===== src/rtl/core/fwv_pkg.sv =====
// fwv_pkg: shared types, codes and constants of the firmware image validator.
// No dependencies.
`default_nettype none
package fwv_pkg;

  localparam int MAX_SEGMENTS_DEF = 16;
  localparam int SIZE_BITS_DEF    = 24;

  localparam int CFG_IDX_W  = 8;
  localparam int CFG_DATA_W = 32;
  localparam int BLK_AW     = 4;
  localparam int BLK_WORDS  = 16;

  localparam logic [7:0]  IMG_MAGIC  = 8'hE9;
  localparam logic [7:0]  XOR_SEED   = 8'hEF;
  localparam logic [15:0] CHIP_ANY   = 16'hFFFF;
  localparam int          HDR_LEN    = 24;
  localparam int          SIZE_LIMIT_RST = 32'h0064_0000;
  localparam int          MIN_SIZE_RST   = 64 * 1024;

  typedef enum logic [1:0] {
    REG_IMAGE_SIZE  = 2'd0,
    REG_SIZE_LIMIT  = 2'd1,
    REG_MIN_SIZE    = 2'd2,
    REG_DEVICE_CHIP = 2'd3
  } reg_idx_t;

  typedef enum logic [2:0] {
    VD_OK        = 3'd0,
    VD_TOO_SMALL = 3'd1,
    VD_TOO_LARGE = 3'd2,
    VD_BAD_MAGIC = 3'd3,
    VD_WRONG_CHIP= 3'd4,
    VD_INVALID   = 3'd5,
    VD_SHORT     = 3'd6
  } verdict_t;

  typedef enum logic [2:0] {
    PH_HDR, PH_SEGHDR, PH_DATA, PH_PAD, PH_TRAIL, PH_DRAIN
  } phase_t;

  typedef enum logic [1:0] {
    C_RUN, C_HASH, C_FIN
  } ctl_t;

  typedef enum logic [1:0] {
    SH_IDLE, SH_LOAD, SH_ROUND, SH_ADD
  } sha_state_t;

  localparam logic [31:0] SHA_H0 [8] = '{
    32'h6a09e667, 32'hbb67ae85, 32'h3c6ef372, 32'ha54ff53a,
    32'h510e527f, 32'h9b05688c, 32'h1f83d9ab, 32'h5be0cd19};

  localparam logic [31:0] SHA_K [64] = '{
    32'h428a2f98, 32'h71374491, 32'hb5c0fbcf, 32'he9b5dba5,
    32'h3956c25b, 32'h59f111f1, 32'h923f82a4, 32'hab1c5ed5,
    32'hd807aa98, 32'h12835b01, 32'h243185be, 32'h550c7dc3,
    32'h72be5d74, 32'h80deb1fe, 32'h9bdc06a7, 32'hc19bf174,
    32'he49b69c1, 32'hefbe4786, 32'h0fc19dc6, 32'h240ca1cc,
    32'h2de92c6f, 32'h4a7484aa, 32'h5cb0a9dc, 32'h76f988da,
    32'h983e5152, 32'ha831c66d, 32'hb00327c8, 32'hbf597fc7,
    32'hc6e00bf3, 32'hd5a79147, 32'h06ca6351, 32'h14292967,
    32'h27b70a85, 32'h2e1b2138, 32'h4d2c6dfc, 32'h53380d13,
    32'h650a7354, 32'h766a0abb, 32'h81c2c92e, 32'h92722c85,
    32'ha2bfe8a1, 32'ha81a664b, 32'hc24b8b70, 32'hc76c51a3,
    32'hd192e819, 32'hd6990624, 32'hf40e3585, 32'h106aa070,
    32'h19a4c116, 32'h1e376c08, 32'h2748774c, 32'h34b0bcb5,
    32'h391c0cb3, 32'h4ed8aa4a, 32'h5b9cca4f, 32'h682e6ff3,
    32'h748f82ee, 32'h78a5636f, 32'h84c87814, 32'h8cc70208,
    32'h90befffa, 32'ha4506ceb, 32'hbef9a3f7, 32'hc67178f2};

  function automatic logic [31:0] rotr(input logic [31:0] x, input int n);
    logic [63:0] d;
    d = {x, x} >> n;
    return d[31:0];
  endfunction

endpackage
`default_nettype wire


===== src/rtl/core/fwv_if.sv =====
// fwv_if: handshake channels of the validator (image bytes, verdicts, config).
// Depends on fwv_pkg.
`default_nettype none
interface fwv_byte_if;
  logic       valid;
  logic       ready;
  logic [7:0] data_byte;
  logic       last_byte;
  modport source (output valid, data_byte, last_byte, input ready);
  modport sink   (input valid, data_byte, last_byte, output ready);
endinterface

interface fwv_verdict_if;
  logic       valid;
  logic       ready;
  logic [2:0] verdict;
  modport source (output valid, verdict, input ready);
  modport sink   (input valid, verdict, output ready);
endinterface

interface fwv_cfg_if import fwv_pkg::*; ();
  logic                  valid;
  logic                  ready;
  logic [CFG_IDX_W-1:0]  index;
  logic [CFG_DATA_W-1:0] data;
  modport source (output valid, index, data, input ready);
  modport sink   (input valid, index, data, output ready);
endinterface
`default_nettype wire


===== src/rtl/core/fwv_ram.sv =====
// fwv_ram: generic simple dual-port RAM, one write port, registered read.
// No dependencies.
`default_nettype none
module fwv_ram #(
  parameter int WIDTH = 32,
  parameter int DEPTH = 16
) (
  input  logic                     clk,
  input  logic                     we,
  input  logic [$clog2(DEPTH)-1:0] waddr,
  input  logic [WIDTH-1:0]         wdata,
  input  logic [$clog2(DEPTH)-1:0] raddr,
  output logic [WIDTH-1:0]         rdata
);
  logic [WIDTH-1:0] mem [DEPTH];

  always_ff @(posedge clk) begin
    if (we) begin
      mem[waddr] <= wdata;
    end
    rdata <= mem[raddr];
  end
endmodule
`default_nettype wire


===== src/rtl/core/fwv_sha.sv =====
// fwv_sha: SHA-256 block engine, one round per cycle, reads the block from RAM.
// Depends on fwv_pkg.
`default_nettype none
module fwv_sha import fwv_pkg::*; (
  input  logic              clk,
  input  logic              rst,
  input  logic              init,
  input  logic              start,
  output logic [BLK_AW-1:0] rd_addr,
  input  logic [31:0]       rd_data,
  output logic              busy,
  input  logic [4:0]        dsel,
  output logic [7:0]        dbyte
);
  sha_state_t  st;
  logic [5:0]  cnt;
  logic        rd_pend;
  logic [31:0] win [16];
  logic [31:0] v [8];
  logic [31:0] hw [8];
  logic [31:0] t1, t2, w_new, s0, s1, e1, a0, ch, mj;

  assign busy    = (st != SH_IDLE);
  assign rd_addr = cnt[BLK_AW-1:0];
  assign dbyte   = hw[dsel[4:2]][{~dsel[1:0], 3'b000} +: 8];

  always_comb begin
    s0 = rotr(win[1], 7) ^ rotr(win[1], 18) ^ (win[1] >> 3);
    s1 = rotr(win[14], 17) ^ rotr(win[14], 19) ^ (win[14] >> 10);
    w_new = win[0] + s0 + win[9] + s1;
    e1 = rotr(v[4], 6) ^ rotr(v[4], 11) ^ rotr(v[4], 25);
    ch = (v[4] & v[5]) ^ (~v[4] & v[6]);
    t1 = v[7] + e1 + ch + SHA_K[cnt] + win[0];
    a0 = rotr(v[0], 2) ^ rotr(v[0], 13) ^ rotr(v[0], 22);
    mj = (v[0] & v[1]) ^ (v[0] & v[2]) ^ (v[1] & v[2]);
    t2 = a0 + mj;
  end

  always_ff @(posedge clk) begin
    if (rst) begin
      st      <= SH_IDLE;
      cnt     <= '0;
      rd_pend <= 1'b0;
      for (int i = 0; i < 8; i++) hw[i] <= SHA_H0[i];
    end else begin
      case (st)
        SH_IDLE: begin
          if (init) begin
            for (int i = 0; i < 8; i++) hw[i] <= SHA_H0[i];
          end
          if (start) begin
            st      <= SH_LOAD;
            cnt     <= '0;
            rd_pend <= 1'b0;
          end
        end
        SH_LOAD: begin
          rd_pend <= !cnt[4];
          if (!cnt[4]) cnt <= cnt + 6'd1;
          if (rd_pend) begin
            for (int i = 0; i < 15; i++) win[i] <= win[i+1];
            win[15] <= rd_data;
          end
          if (cnt[4] && rd_pend) begin
            st  <= SH_ROUND;
            cnt <= '0;
            for (int i = 0; i < 8; i++) v[i] <= hw[i];
          end
        end
        SH_ROUND: begin
          for (int i = 0; i < 15; i++) win[i] <= win[i+1];
          win[15] <= w_new;
          v[7] <= v[6];
          v[6] <= v[5];
          v[5] <= v[4];
          v[4] <= v[3] + t1;
          v[3] <= v[2];
          v[2] <= v[1];
          v[1] <= v[0];
          v[0] <= t1 + t2;
          cnt  <= cnt + 6'd1;
          if (cnt == 6'd63) st <= SH_ADD;
        end
        SH_ADD: begin
          for (int i = 0; i < 8; i++) hw[i] <= hw[i] + v[i];
          st <= SH_IDLE;
        end
        default: st <= SH_IDLE;
      endcase
    end
  end
endmodule
`default_nettype wire


===== src/rtl/core/firmware_image_validator_unit.sv =====
// Firmware image validator: one byte per cycle outside hash work, while the
// spare verdict slot is empty. Each 64-byte block stalls input while the block
// words load, the rounds run, the final add is done and control hands back.
// Digest padding adds pad bytes, maybe one more block. A verdict is registered
// in the output slot, or the spare slot while that waits; two verdicts can wait
// before input stalls. Synchronous reset restores registers and rearms.
`default_nettype none
module firmware_image_validator_unit import fwv_pkg::*; #(
  parameter int MAX_SEGMENTS = MAX_SEGMENTS_DEF,
  parameter int SIZE_BITS    = SIZE_BITS_DEF
) (
  input  logic          clk,
  input  logic          rst,
  fwv_byte_if.sink      image,
  fwv_verdict_if.source result,
  fwv_cfg_if.sink       cfg
);
  localparam int SW = SIZE_BITS;

  logic [SW-1:0] size_img, size_lim, size_min;
  logic [15:0]   dev_chip;

  phase_t        phase, phase_next;
  ctl_t          ctl, ctl_next;
  logic [SW-1:0] pos, pos_next, pos_n;
  logic [7:0]    seg_left, seg_left_next, seg_left_dec;
  logic [31:0]   seg_rem, seg_rem_next, seg_rem_upd;
  logic [5:0]    lshift, lshift_next;
  logic [15:0]   chip, chip_next, chip_full;
  logic          hash_flag, hash_flag_next;
  logic [7:0]    xsum, xsum_next;
  logic [4:0]    pad_rem, pad_rem_next, pad_dec;
  logic [23:0]   wbuf, wbuf_next;
  logic [5:0]    fin_idx, fin_idx_next;
  logic          fin_first, fin_first_next, fin_two, fin_two_next, two_now;
  logic          fin_more, fin_more_next;
  logic          res_valid, res_valid_next;
  verdict_t      res_verdict, res_verdict_next;
  logic          spare_valid, spare_valid_next;
  verdict_t      spare_verdict, spare_verdict_next;

  logic          in_acc, b_last, v_set, absorb, seg_done, rearm, emit;
  verdict_t      v_code;
  logic [7:0]    b, fb;
  logic [5:0]    idx;
  logic [63:0]   len_bits;
  logic [SW:0]   pad_end;
  logic [SW+1:0] expected;
  logic          seghdr_ovf, total_bad, data_ovf;

  logic              ram_we;
  logic [BLK_AW-1:0] ram_waddr, ram_raddr;
  logic [31:0]       ram_wdata, ram_rdata;
  logic              sha_start, sha_init, sha_busy;
  logic [7:0]        dig_byte;

  fwv_ram #(.WIDTH(32), .DEPTH(BLK_WORDS)) u_blk (
    .clk(clk), .we(ram_we), .waddr(ram_waddr), .wdata(ram_wdata),
    .raddr(ram_raddr), .rdata(ram_rdata)
  );

  fwv_sha u_sha (
    .clk(clk), .rst(rst), .init(sha_init), .start(sha_start),
    .rd_addr(ram_raddr), .rd_data(ram_rdata), .busy(sha_busy),
    .dsel(lshift[4:0]), .dbyte(dig_byte)
  );

  assign cfg.ready     = 1'b1;
  assign image.ready   = (ctl == C_RUN) && !spare_valid;
  assign result.valid  = res_valid;
  assign result.verdict = res_verdict;
  assign in_acc        = image.valid && image.ready;
  assign b             = image.data_byte;
  assign b_last        = image.last_byte;

  always_ff @(posedge clk) begin
    if (rst) begin
      size_img <= '0;
      size_lim <= SW'(SIZE_LIMIT_RST);
      size_min <= SW'(MIN_SIZE_RST);
      dev_chip <= CHIP_ANY;
    end else if (cfg.valid) begin
      case (cfg.index)
        CFG_IDX_W'(REG_IMAGE_SIZE):  size_img <= cfg.data[SW-1:0];
        CFG_IDX_W'(REG_SIZE_LIMIT):  size_lim <= cfg.data[SW-1:0];
        CFG_IDX_W'(REG_MIN_SIZE):    size_min <= cfg.data[SW-1:0];
        CFG_IDX_W'(REG_DEVICE_CHIP): dev_chip <= cfg.data[15:0];
        default: ;
      endcase
    end
  end

  // length checks, all on the position after the current byte
  always_comb begin
    pos_n        = pos + SW'(1);
    idx          = pos[5:0];
    seghdr_ovf   = ({1'b0, pos_n} + (SW+1)'(8)) > {1'b0, size_img};
    seg_left_dec = seg_left - 8'(seg_left != 8'd0);
    pad_end      = ({1'b0, pos_n} + (SW+1)'(16)) & ~(SW+1)'(15);
    expected     = {1'b0, pad_end} + (hash_flag ? (SW+2)'(32) : (SW+2)'(0));
    total_bad    = expected != {2'b00, size_img};
    seg_rem_upd  = seg_rem | (32'(b) << {lshift[1:0], 3'b000});
    data_ovf     = ({1'b0, 32'(pos_n)} + {1'b0, seg_rem_upd}) > {1'b0, 32'(size_img)};
    pad_dec      = pad_rem - 5'(pad_rem != 5'd0);
    chip_full    = {b, chip[7:0]};
    len_bits     = 64'(pos) << 3;
    two_now      = fin_first ? (fin_idx[5:3] == 3'b111) : fin_two;
    fb           = fin_first ? 8'h80 :
                   ((fin_idx[5:3] == 3'b111) && !fin_two) ?
                   len_bits[{~fin_idx[2:0], 3'b000} +: 8] : 8'h00;
  end

  always_comb begin
    phase_next = phase;       ctl_next = ctl;
    pos_next = pos;           seg_left_next = seg_left;
    seg_rem_next = seg_rem;   lshift_next = lshift;
    chip_next = chip;         hash_flag_next = hash_flag;
    xsum_next = xsum;         pad_rem_next = pad_rem;
    wbuf_next = wbuf;         fin_idx_next = fin_idx;
    fin_first_next = fin_first; fin_two_next = fin_two;
    fin_more_next = fin_more;
    res_valid_next = res_valid && !result.ready;
    res_verdict_next = res_verdict;
    spare_valid_next = spare_valid;
    spare_verdict_next = spare_verdict;
    if (spare_valid && res_valid && result.ready) begin
      res_valid_next = 1'b1;
      res_verdict_next = spare_verdict;
      spare_valid_next = 1'b0;
    end
    ram_we = 1'b0; ram_waddr = idx[5:2]; ram_wdata = {wbuf, b};
    sha_start = 1'b0; sha_init = 1'b0;
    v_set = 1'b0; v_code = VD_OK; absorb = 1'b0; seg_done = 1'b0;
    rearm = 1'b0; emit = 1'b0;

    case (ctl)
      C_RUN: begin
        if (in_acc) begin
          if (phase == PH_DRAIN) begin
            rearm = b_last;
          end else begin
            case (phase)
              PH_HDR: begin
                if (pos == '0 && size_img < size_min) begin
                  v_set = 1'b1; v_code = VD_TOO_SMALL;
                end else if (pos == '0 && size_img > size_lim) begin
                  v_set = 1'b1; v_code = VD_TOO_LARGE;
                end else if (pos == '0 && size_img < SW'(HDR_LEN)) begin
                  v_set = 1'b1; v_code = VD_SHORT;
                end else begin
                  absorb = 1'b1;
                  if (pos == SW'(0)) begin
                    if (b != IMG_MAGIC) begin
                      v_set = 1'b1; v_code = VD_BAD_MAGIC;
                    end
                  end else if (pos == SW'(1)) begin
                    seg_left_next = b;
                  end else if (pos == SW'(12)) begin
                    chip_next = {8'h00, b};
                  end else if (pos == SW'(13)) begin
                    chip_next = chip_full;
                    if (dev_chip != CHIP_ANY && chip_full != dev_chip) begin
                      v_set = 1'b1; v_code = VD_WRONG_CHIP;
                    end else if (seg_left == 8'd0 || seg_left > 8'(MAX_SEGMENTS)) begin
                      v_set = 1'b1; v_code = VD_INVALID;
                    end
                  end else if (pos == SW'(HDR_LEN - 1)) begin
                    hash_flag_next = (b != 8'd0);
                    if (seghdr_ovf) begin
                      v_set = 1'b1; v_code = VD_INVALID;
                    end else begin
                      phase_next = PH_SEGHDR; lshift_next = '0; seg_rem_next = '0;
                    end
                  end
                end
              end
              PH_SEGHDR: begin
                absorb = 1'b1;
                if (lshift[2]) seg_rem_next = seg_rem_upd;
                lshift_next = lshift + 6'd1;
                if (lshift == 6'd7) begin
                  if (data_ovf) begin
                    v_set = 1'b1; v_code = VD_INVALID;
                  end else if (seg_rem_upd == '0) begin
                    seg_done = 1'b1;
                  end else begin
                    phase_next = PH_DATA;
                  end
                end
              end
              PH_DATA: begin
                absorb = 1'b1;
                xsum_next = xsum ^ b;
                seg_rem_next = seg_rem - 32'd1;
                if (seg_rem == 32'd1) seg_done = 1'b1;
              end
              PH_PAD: begin
                absorb = 1'b1;
                pad_rem_next = pad_dec;
                if (pad_dec == 5'd0) begin
                  if (b != xsum) begin
                    v_set = 1'b1; v_code = VD_INVALID;
                  end else if (hash_flag) begin
                    phase_next = PH_TRAIL; lshift_next = '0;
                    fin_first_next = 1'b1; fin_two_next = 1'b0;
                    fin_idx_next = pos_n[5:0];
                    fin_more_next = 1'b1;
                    ctl_next = C_FIN;
                  end else begin
                    v_set = 1'b1; v_code = VD_OK;
                  end
                end
              end
              default: begin
                if (b != dig_byte) begin
                  v_set = 1'b1; v_code = VD_INVALID;
                end else begin
                  lshift_next = lshift + 6'd1;
                  if (lshift == 6'd31) begin
                    v_set = 1'b1; v_code = VD_OK;
                  end
                end
              end
            endcase

            if (seg_done) begin
              seg_left_next = seg_left_dec;
              if (seg_left_dec != 8'd0) begin
                if (seghdr_ovf) begin
                  v_set = 1'b1; v_code = VD_INVALID;
                end else begin
                  phase_next = PH_SEGHDR; lshift_next = '0; seg_rem_next = '0;
                end
              end else if (total_bad) begin
                v_set = 1'b1; v_code = VD_INVALID;
              end else begin
                pad_rem_next = 5'(pad_end - {1'b0, pos_n});
                phase_next = PH_PAD;
              end
            end

            if (absorb) begin
              ram_we = (idx[1:0] == 2'b11);
              wbuf_next = {wbuf[15:0], b};
              pos_next = pos_n;
            end

            if (v_set || b_last) begin
              emit = 1'b1;
              if (!v_set) v_code = VD_SHORT;
              if (b_last) rearm = 1'b1;
              else begin
                phase_next = PH_DRAIN;
                ctl_next = C_RUN;
              end
            end else if (absorb && idx == 6'd63) begin
              sha_start = 1'b1;
              ctl_next = C_HASH;
            end else begin
              fin_more_next = 1'b0;
            end
          end
        end
      end
      C_HASH: begin
        if (!sha_busy) begin
          if (fin_more) begin
            fin_more_next = 1'b0;
            ctl_next = C_FIN;
          end else begin
            ctl_next = C_RUN;
          end
        end
      end
      C_FIN: begin
        ram_waddr = fin_idx[5:2];
        ram_wdata = {wbuf, fb};
        ram_we = (fin_idx[1:0] == 2'b11);
        wbuf_next = {wbuf[15:0], fb};
        fin_first_next = 1'b0;
        fin_idx_next = fin_idx + 6'd1;
        if (fin_idx == 6'd63) begin
          sha_start = 1'b1;
          fin_more_next = two_now;
          fin_two_next = 1'b0;
          ctl_next = C_HASH;
        end else begin
          fin_two_next = two_now;
        end
      end
      default: ctl_next = C_RUN;
    endcase

    // a verdict goes to the spare slot while the output slot still waits
    if (emit) begin
      if (res_valid_next) begin
        spare_valid_next = 1'b1;
        spare_verdict_next = v_code;
      end else begin
        res_valid_next = 1'b1;
        res_verdict_next = v_code;
      end
    end

    if (rearm) begin
      sha_init = 1'b1;
      sha_start = 1'b0;
      phase_next = PH_HDR;   ctl_next = C_RUN;
      pos_next = '0;         seg_left_next = '0;
      seg_rem_next = '0;     lshift_next = '0;
      chip_next = '0;        hash_flag_next = 1'b0;
      xsum_next = XOR_SEED;  pad_rem_next = '0;
      fin_first_next = 1'b0; fin_two_next = 1'b0; fin_more_next = 1'b0;
    end
  end

  always_ff @(posedge clk) begin
    if (rst) begin
      phase     <= PH_HDR;
      ctl       <= C_RUN;
      pos       <= '0;
      seg_left  <= '0;
      seg_rem   <= '0;
      lshift    <= '0;
      chip      <= '0;
      hash_flag <= 1'b0;
      xsum      <= XOR_SEED;
      pad_rem   <= '0;
      fin_idx   <= '0;
      fin_first <= 1'b0;
      fin_two   <= 1'b0;
      fin_more  <= 1'b0;
      res_valid <= 1'b0;
      spare_valid <= 1'b0;
    end else begin
      phase     <= phase_next;
      ctl       <= ctl_next;
      pos       <= pos_next;
      seg_left  <= seg_left_next;
      seg_rem   <= seg_rem_next;
      lshift    <= lshift_next;
      chip      <= chip_next;
      hash_flag <= hash_flag_next;
      xsum      <= xsum_next;
      pad_rem   <= pad_rem_next;
      fin_idx   <= fin_idx_next;
      fin_first <= fin_first_next;
      fin_two   <= fin_two_next;
      fin_more  <= fin_more_next;
      res_valid <= res_valid_next;
      spare_valid <= spare_valid_next;
    end
    wbuf        <= wbuf_next;
    res_verdict <= res_verdict_next;
    spare_verdict <= spare_verdict_next;
  end

`ifndef SYNTHESIS
  a_no_word_while_hashing: assert property (@(posedge clk) disable iff (rst)
    in_acc |-> !sha_busy)
    else $error("image word accepted while hash engine busy");

  a_verdict_from_word: assert property (@(posedge clk) disable iff (rst)
    $rose(res_valid) |-> $past(in_acc))
    else $error("verdict raised without an accepted word");

  a_fin_in_trailer: assert property (@(posedge clk) disable iff (rst)
    (ctl == C_FIN) |-> (phase == PH_TRAIL))
    else $error("digest padding outside trailer phase");

  a_spare_behind_head: assert property (@(posedge clk) disable iff (rst)
    spare_valid |-> res_valid)
    else $error("spare verdict held with empty output slot");
`endif
endmodule
`default_nettype wire


===== src/flat_wrapper.sv =====
// flat-port wrapper written by rule: the top's interface ports become plain ports
module firmware_image_validator_unit_flat import fwv_pkg::*;
#(
  parameter int MAX_SEGMENTS = MAX_SEGMENTS_DEF,
  parameter int SIZE_BITS    = SIZE_BITS_DEF
)
  (clk, rst, image_valid, image_data_byte, image_last_byte, image_ready, result_valid, result_verdict, result_ready, cfg_valid, cfg_index, cfg_data, cfg_ready);
  fwv_byte_if image_i ();
  fwv_verdict_if result_i ();
  fwv_cfg_if cfg_i ();
  input  logic clk;
  input  logic rst;
  input wire logic [$bits(image_i.valid)-1:0] image_valid;
  input wire logic [$bits(image_i.data_byte)-1:0] image_data_byte;
  input wire logic [$bits(image_i.last_byte)-1:0] image_last_byte;
  output wire logic [$bits(image_i.ready)-1:0] image_ready;
  output wire logic [$bits(result_i.valid)-1:0] result_valid;
  output wire logic [$bits(result_i.verdict)-1:0] result_verdict;
  input wire logic [$bits(result_i.ready)-1:0] result_ready;
  input wire logic [$bits(cfg_i.valid)-1:0] cfg_valid;
  input wire logic [$bits(cfg_i.index)-1:0] cfg_index;
  input wire logic [$bits(cfg_i.data)-1:0] cfg_data;
  output wire logic [$bits(cfg_i.ready)-1:0] cfg_ready;
  assign image_i.valid = image_valid;
  assign image_i.data_byte = image_data_byte;
  assign image_i.last_byte = image_last_byte;
  assign image_ready = image_i.ready;
  assign result_valid = result_i.valid;
  assign result_verdict = result_i.verdict;
  assign result_i.ready = result_ready;
  assign cfg_i.valid = cfg_valid;
  assign cfg_i.index = cfg_index;
  assign cfg_i.data = cfg_data;
  assign cfg_ready = cfg_i.ready;
  firmware_image_validator_unit #(.MAX_SEGMENTS(MAX_SEGMENTS), .SIZE_BITS(SIZE_BITS)) u_core (.clk(clk), .rst(rst), .image(image_i), .result(result_i), .cfg(cfg_i));
endmodule

===== config.mk =====
export PLATFORM = sky130hd
export DESIGN_NAME = firmware_image_validator_unit_flat
export DESIGN_NICKNAME = d
export VERILOG_FILES = /design/src/rtl/core/fwv_pkg.sv /design/src/rtl/core/fwv_if.sv /design/src/rtl/core/fwv_ram.sv /design/src/rtl/core/fwv_sha.sv /design/src/rtl/core/firmware_image_validator_unit.sv /design/src/flat_wrapper.sv
export SDC_FILE = /design/constraint.sdc
export NUM_CORES = 2
export LEC_CHECK = 0
export ABC_AREA = 1
export BUFFER_PORTS_ARGS = -buffer_cell sky130_fd_sc_hd__clkbuf_2
export CORE_MARGIN = 2
export CORE_UTILIZATION = 65
export DETAILED_ROUTE_END_ITERATION = 7
export PLACE_DENSITY = 0.81
export SETUP_SLACK_MARGIN = 0.3
export SYNTH_ARGS = -nofsm -noshare
export SYNTH_HDL_FRONTEND = slang
export SYNTH_SLANG_ARGS = --single-unit

===== constraint.sdc =====
create_clock -name clk -period 28.6 [get_ports clk]
set_input_delay 4.29 -clock clk [delete_from_list [all_inputs] [get_ports clk]]
set_output_delay 4.29 -clock clk [all_outputs]
set_load 0.005 [all_outputs]

# == Word level (Yosys, flattened, before mapping) ==
# Memories as Yosys holds them, arrays and structs flattened. A register that Yosys moved wholly into a read port is not among the register bits.
# Index checks and enable logic that the tools add are counted.
# op_classes
muxes,295
shifts,3
reduce_logical,58
n_bitwise,70
addsub,30
n_lt_le_gt_ge,7
n_eq_ne,48
# ops
cell,n
$mux 32,55
$add 32x32->32,18
$xor 32x32->32,9
$and 32x32->32,5
$mux 6,26
$mux 3,51
$mux 1,110
$pmux 32 s3,1
$mux 8,11
$mux 24,3
$shiftx 64x7->8,1
$eq 24x4->1 const B,2
$pmux 24 s2,1
$or 1x1->1,40
$add 24x32->33,1
$gt 33x24->1,1
$eq 32x1->1 const B,1
$logic_not 32->1,1
$mux 2,16
$not 32->32,1
$or 32x32->32,1
$shiftx 32x6->8,1
$shl 8x5->32,1
$sub 32x1->32 const B,1
other kinds (75),153
# totals
output_inout_bits,6
mem_count,5
romBits,2048
ram_bits,1536
reg_bits,235
# memory_table
memory,words,width,read_ports,rd_ports_with_merged_regs,write_ports,line_no,text
(name not given),64,32,1,0,0,fwv_sha.sv:33,t1 = v[7] + e1 + ch + SHA_K[cnt] + win[0];
u_core.u_blk.mem,16,32,1,1,1,fwv_ram.sv:15,logic [WIDTH-1:0] mem [DEPTH];
u_core.u_sha.win,16,32,16,0,16,fwv_sha.sv:18,logic [31:0] win [16];
u_core.u_sha.hw,8,32,9,1,8,fwv_sha.sv:20,logic [31:0] hw [8];
u_core.u_sha.v,8,32,8,0,8,fwv_sha.sv:19,logic [31:0] v [8];

# == Depth between registers and ports, before layout ==
# logic_depth
ltp_word,31
depth_mapped,51
ltp_nobuf,50

# == Hierarchy ==
# Synthesis repeated with hierarchy kept, for this count alone.
# unflattened
cells_unflattened,12725
hier_area_um2,110626.1
# by_module_without_submodules
module,area_each_um2,instances,cells_per_inst
fwv_sha,69141.3,1,7741
fwv_ram,22730.6,1,2120
firmware_image_validator_unit,18754.2,1,2864

# == Worst setup path after synthesis ==
# Ideal clock, no wire load.
# synth_timing
path_kind,input-to-reg
start,input port rst
end,"memory u_core.u_sha.v[0][0], enable pin"
path_slack_ps,4125
required_time_ps,27372
path_buffers,2
arrival_time_ps,23247
path_stages,5
path_cell_list,clkbuf_1 > nor3_1 > inv_1 > clkbuf_1 > o21ai_0
# synth_lines
element,line_no,text
from (decl),flat_wrapper.sv:12,input logic rst;
to (decl),fwv_sha.sv:19,

==> impl_metrics.ini <==
[synthesis]
yosys-top-cells-area = edfxtp_1 (45%), ha_1 (6.8%), nand2_1 (6.7%), dfxtp_1 (5.4%), a21oi_1 (4.6%)
yosysWarningCount = 0
syn_area_per_cell_um2 = 9.77
syn_area_um2 = 101000
ys.flop_type = edfxtp_1
yosysUniqueCellTypes = 72
yosys.cell_count.top_type = nand2_1
synth-edff-count = 1531
yosysTopAreaCellShare_pct = 45.3
ys_seq_area_share_pct = 50.8
syn_inst = 10400
syn_nets = 11200
yosysTopAreaCell = edfxtp_1
ys_top_cells_by_count = nand2_1 (1801), edfxtp_1 (1531), inv_1 (964), a21oi_1 (937), o21ai_0 (925)
synth.ff_latch_count = 1806
synth_async_sr_flop_share_pct = 0

[global_route]
grt_pass1_vias = 77900
antenna_found_initial = 16
grt-ovfl-total = 0
grt_pass1_wl_um = 462000
track_usage_pct = 38.4
grt_max_degree = 226

[timing]
slew_viol_final = 0
finClkSkew_ps = 95.9
finalSetupTns_ps = 0
report.final.hold_viol_count = 0
setup_violations = 0
clock.fmax_mhz = 85.7
worst_slew_pin_slew_ps = 1350
layout_min_cycle_time_ps = 11670
grt_setup_unrepaired = false
maxSlewHeadroom_pct = 10.1
finalCritPeriodShare_pct = 40.8

[clock_network]
cts_hold_buffers = 0
tritoncts = built
ctsResizeCount = 0
cts_sinks = 1806
insertion_delay_ps = 900
cts.htree.levels = 4
clockRootBuffer = clkbuf_16
numCtsBuffers = 183
postCtsSetupRepairBufs = 0
clk_pin_slew_ps = 60
clockBufferDepth = 3

[die]
fp.dieW_um = 399
die_area_um2 = 159000
ioPinCount = 60
coreArea_um2 = 154000
initial_utilization_pct = 65.7
dieHeight_um = 399
rows = 144

[worst_setup_path]
timing.rr.end = u_core.u_sha.v[0][31]$_DFFE_PP_
cp-start-kind = register
rrSetupSlack_ps = 16930
crit_required_ps = 29170
path_max_fanout = 18
cp_common_cell = nand2_1
cp-startpoint = u_core.u_sha.cnt[0]$_SDFFE_PP0P_
crit_arrival_ps = 12230
critPathKind = register to register
reg2reg_from = u_core.u_sha.cnt[0]$_SDFFE_PP0P_
cp_slowest_stage_delay_ps = 920
reg2reg_depth = 45
cp_slowest_cell = dfxtp_1
endpoint_kind = register

[hold_path]
hp-start = u_core.u_sha.win[1][64]$_DFFE_PP_
hold_depth = 0
hold_path.class = register to register
hold_path_end = u_core.u_sha.win[1][32]$_DFFE_PP_

[routing]
drt-wirelength-per-cell_um = 24.8
totalWireLength_um = 309000
vias = 80800
dr.pass1.iters = 7
drt_iter0_markers = 10500
drc = 0
ant_nets = 0
via_per_inst = 6.47

[finish]
syn_to_final_growth_pct = 8.26
layout-drive-gt1-share_pct = 6.22
nets = 11100

[place]
portBuffers = 50
dp_hpwl_um = 212000
gp_congestion = 0.988

[job]
drv_cap = 0

[status]
status = finished, final reports clean
[critical path: cells and delay by family, from the launching register on]
kind / cells / cell delay, ps
flops: 1 / 920
buf+inv: 3 / 830
compound gates: 12 / 2750
simple gates: 21 / 2430
xor+xnor: 2 / 860
fa+ha+maj: 7 / 3570
[how the worst max path moves through the flow]
stage,to,cells past startpoint
after detailed placement,u_core.pad_rem[2]$_SDFFE_PP0P_,27
after global placement,u_core.u_sha.v[0][31]$_DFFE_PP_,42
final,u_core.u_sha.v[0][31]$_DFFE_PP_,45
after CTS,u_core.u_sha.v[0][31]$_DFFE_PP_,40
after floorplan,u_core.u_sha.v[0][0]$_DFFE_PP_,5
after global routing,u_core.u_sha.v[0][31]$_DFFE_PP_,45
[metal layers]
layer | share of wire [%] | GRT usage [%] | wire length (um) | vias to the layer above
met5 | 0.034 | 0 | 105 | -
met4 | 6.3 | 21.6 | 19500 | 10
met3 | 11 | 8.02 | 32600 | 1104
met2 | 46 | 60.8 | 142000 | 5007
met1 | 37 | 49.2 | 115000 | 38400
li1 | - | - | - | 36300
[layout make-up]
cell class | instances | area [um^2]
Clock buffer | 243 | 5010
Sequential cell | 1806 | 51500
Antenna cell | 5 | 12.5
Fill cell | 11000 | 44600
Multi-Input combinational cell | 7173 | 44900
Tap cell | 2044 | 2560
Timing Repair Buffer | 145 | 1010
Inverter | 978 | 3690
Clock inverter | 100 | 1150
[cells by family (layout without fill, tap and decap cells)]
kind of cell	count (synthesis)	in the layout	synth area share, %
buffers and inverters	1398	1466	5.23
flip-flops	1806	1806	50.8
other	1	6	0.00370
multiplexers	3	3	0.0296
AO/OA/AOI/OAI	2678	2678	15.3
XOR/XNOR	490	490	4.24
adder cells (fa/ha/maj)	758	758	10.8
AND/OR/NAND/NOR	3243	3243	13.6
[stage by stage]
stage	utilization (%)	setup WS, ps	hold WS [ps]	cell area [um^2]	std cells
final	71.1	16930	402	110000	12500
after floorplan	-	4120	400	101000	10400
after global placement	67.1	17610	400	104000	12100
after detailed placement	67.1	17410	405	104000	12100
after global routing	71.1	16270	399	110000	12500
after CTS	71.1	17270	392	110000	12500
[sequential cells by signal, summed over array words and instances, names as in the netlist, 6 cells and up, named ones only]
register            count
u_core.seg_rem         32
u_core.dev_chip        16
u_core.u_blk.rdata     32
u_core.chip             8
u_core.u_sha.v        256
u_core.size_lim        24
u_core.u_sha.cnt        6
u_core.fin_idx          6
u_core.u_blk.mem      512
u_core.u_sha.win      512
u_core.wbuf            24
u_core.size_min        24
u_core.size_img        24
u_core.seg_left         8
u_core.u_sha.hw       256
u_core.pos             24
u_core.lshift           6
u_core.xsum             8
[cell usage in the layout, fill, tap and decap left out, types with 16 or more instances in the layout]
cell type  netlist  layout
nor4_1          38      38
o21a_1          76      76
clkbuf_2         0      50
buf_4            2      91
nor2_1         657     633
edfxtp_1      1531    1531
clkinv_2         1      36
o21ai_0        925     923
nand3_1        395     395
nor2_2          19      22
inv_1          964     956
o211ai_1        65      65
a21oi_1        937     936
xor2_1         280     280
clkbuf_16        0     185
or2_2           74      74
o22ai_1         33      33
clkbuf_1       375      42
xnor2_1        209     209
nand2_2         38      40
o21bai_1        27      27
a22oi_1        262     262
nand2_1       1801    1795
clkinv_1         5      36
dfxtp_1        275     271
a221o_1         32      32
nor2_4          13      34
a211oi_1        44      44
o31ai_1         19      19
o221ai_1        74      74
fa_1           198     198
nand4_1         87      87
a31oi_1         82      82
clkbuf_8         0      16
nor3_1          78      76
ha_1           552     552
a21o_1          22      22
Power is not shown: default switching activity piles up to over one toggle a cycle in this logic, so the estimate is an artifact.
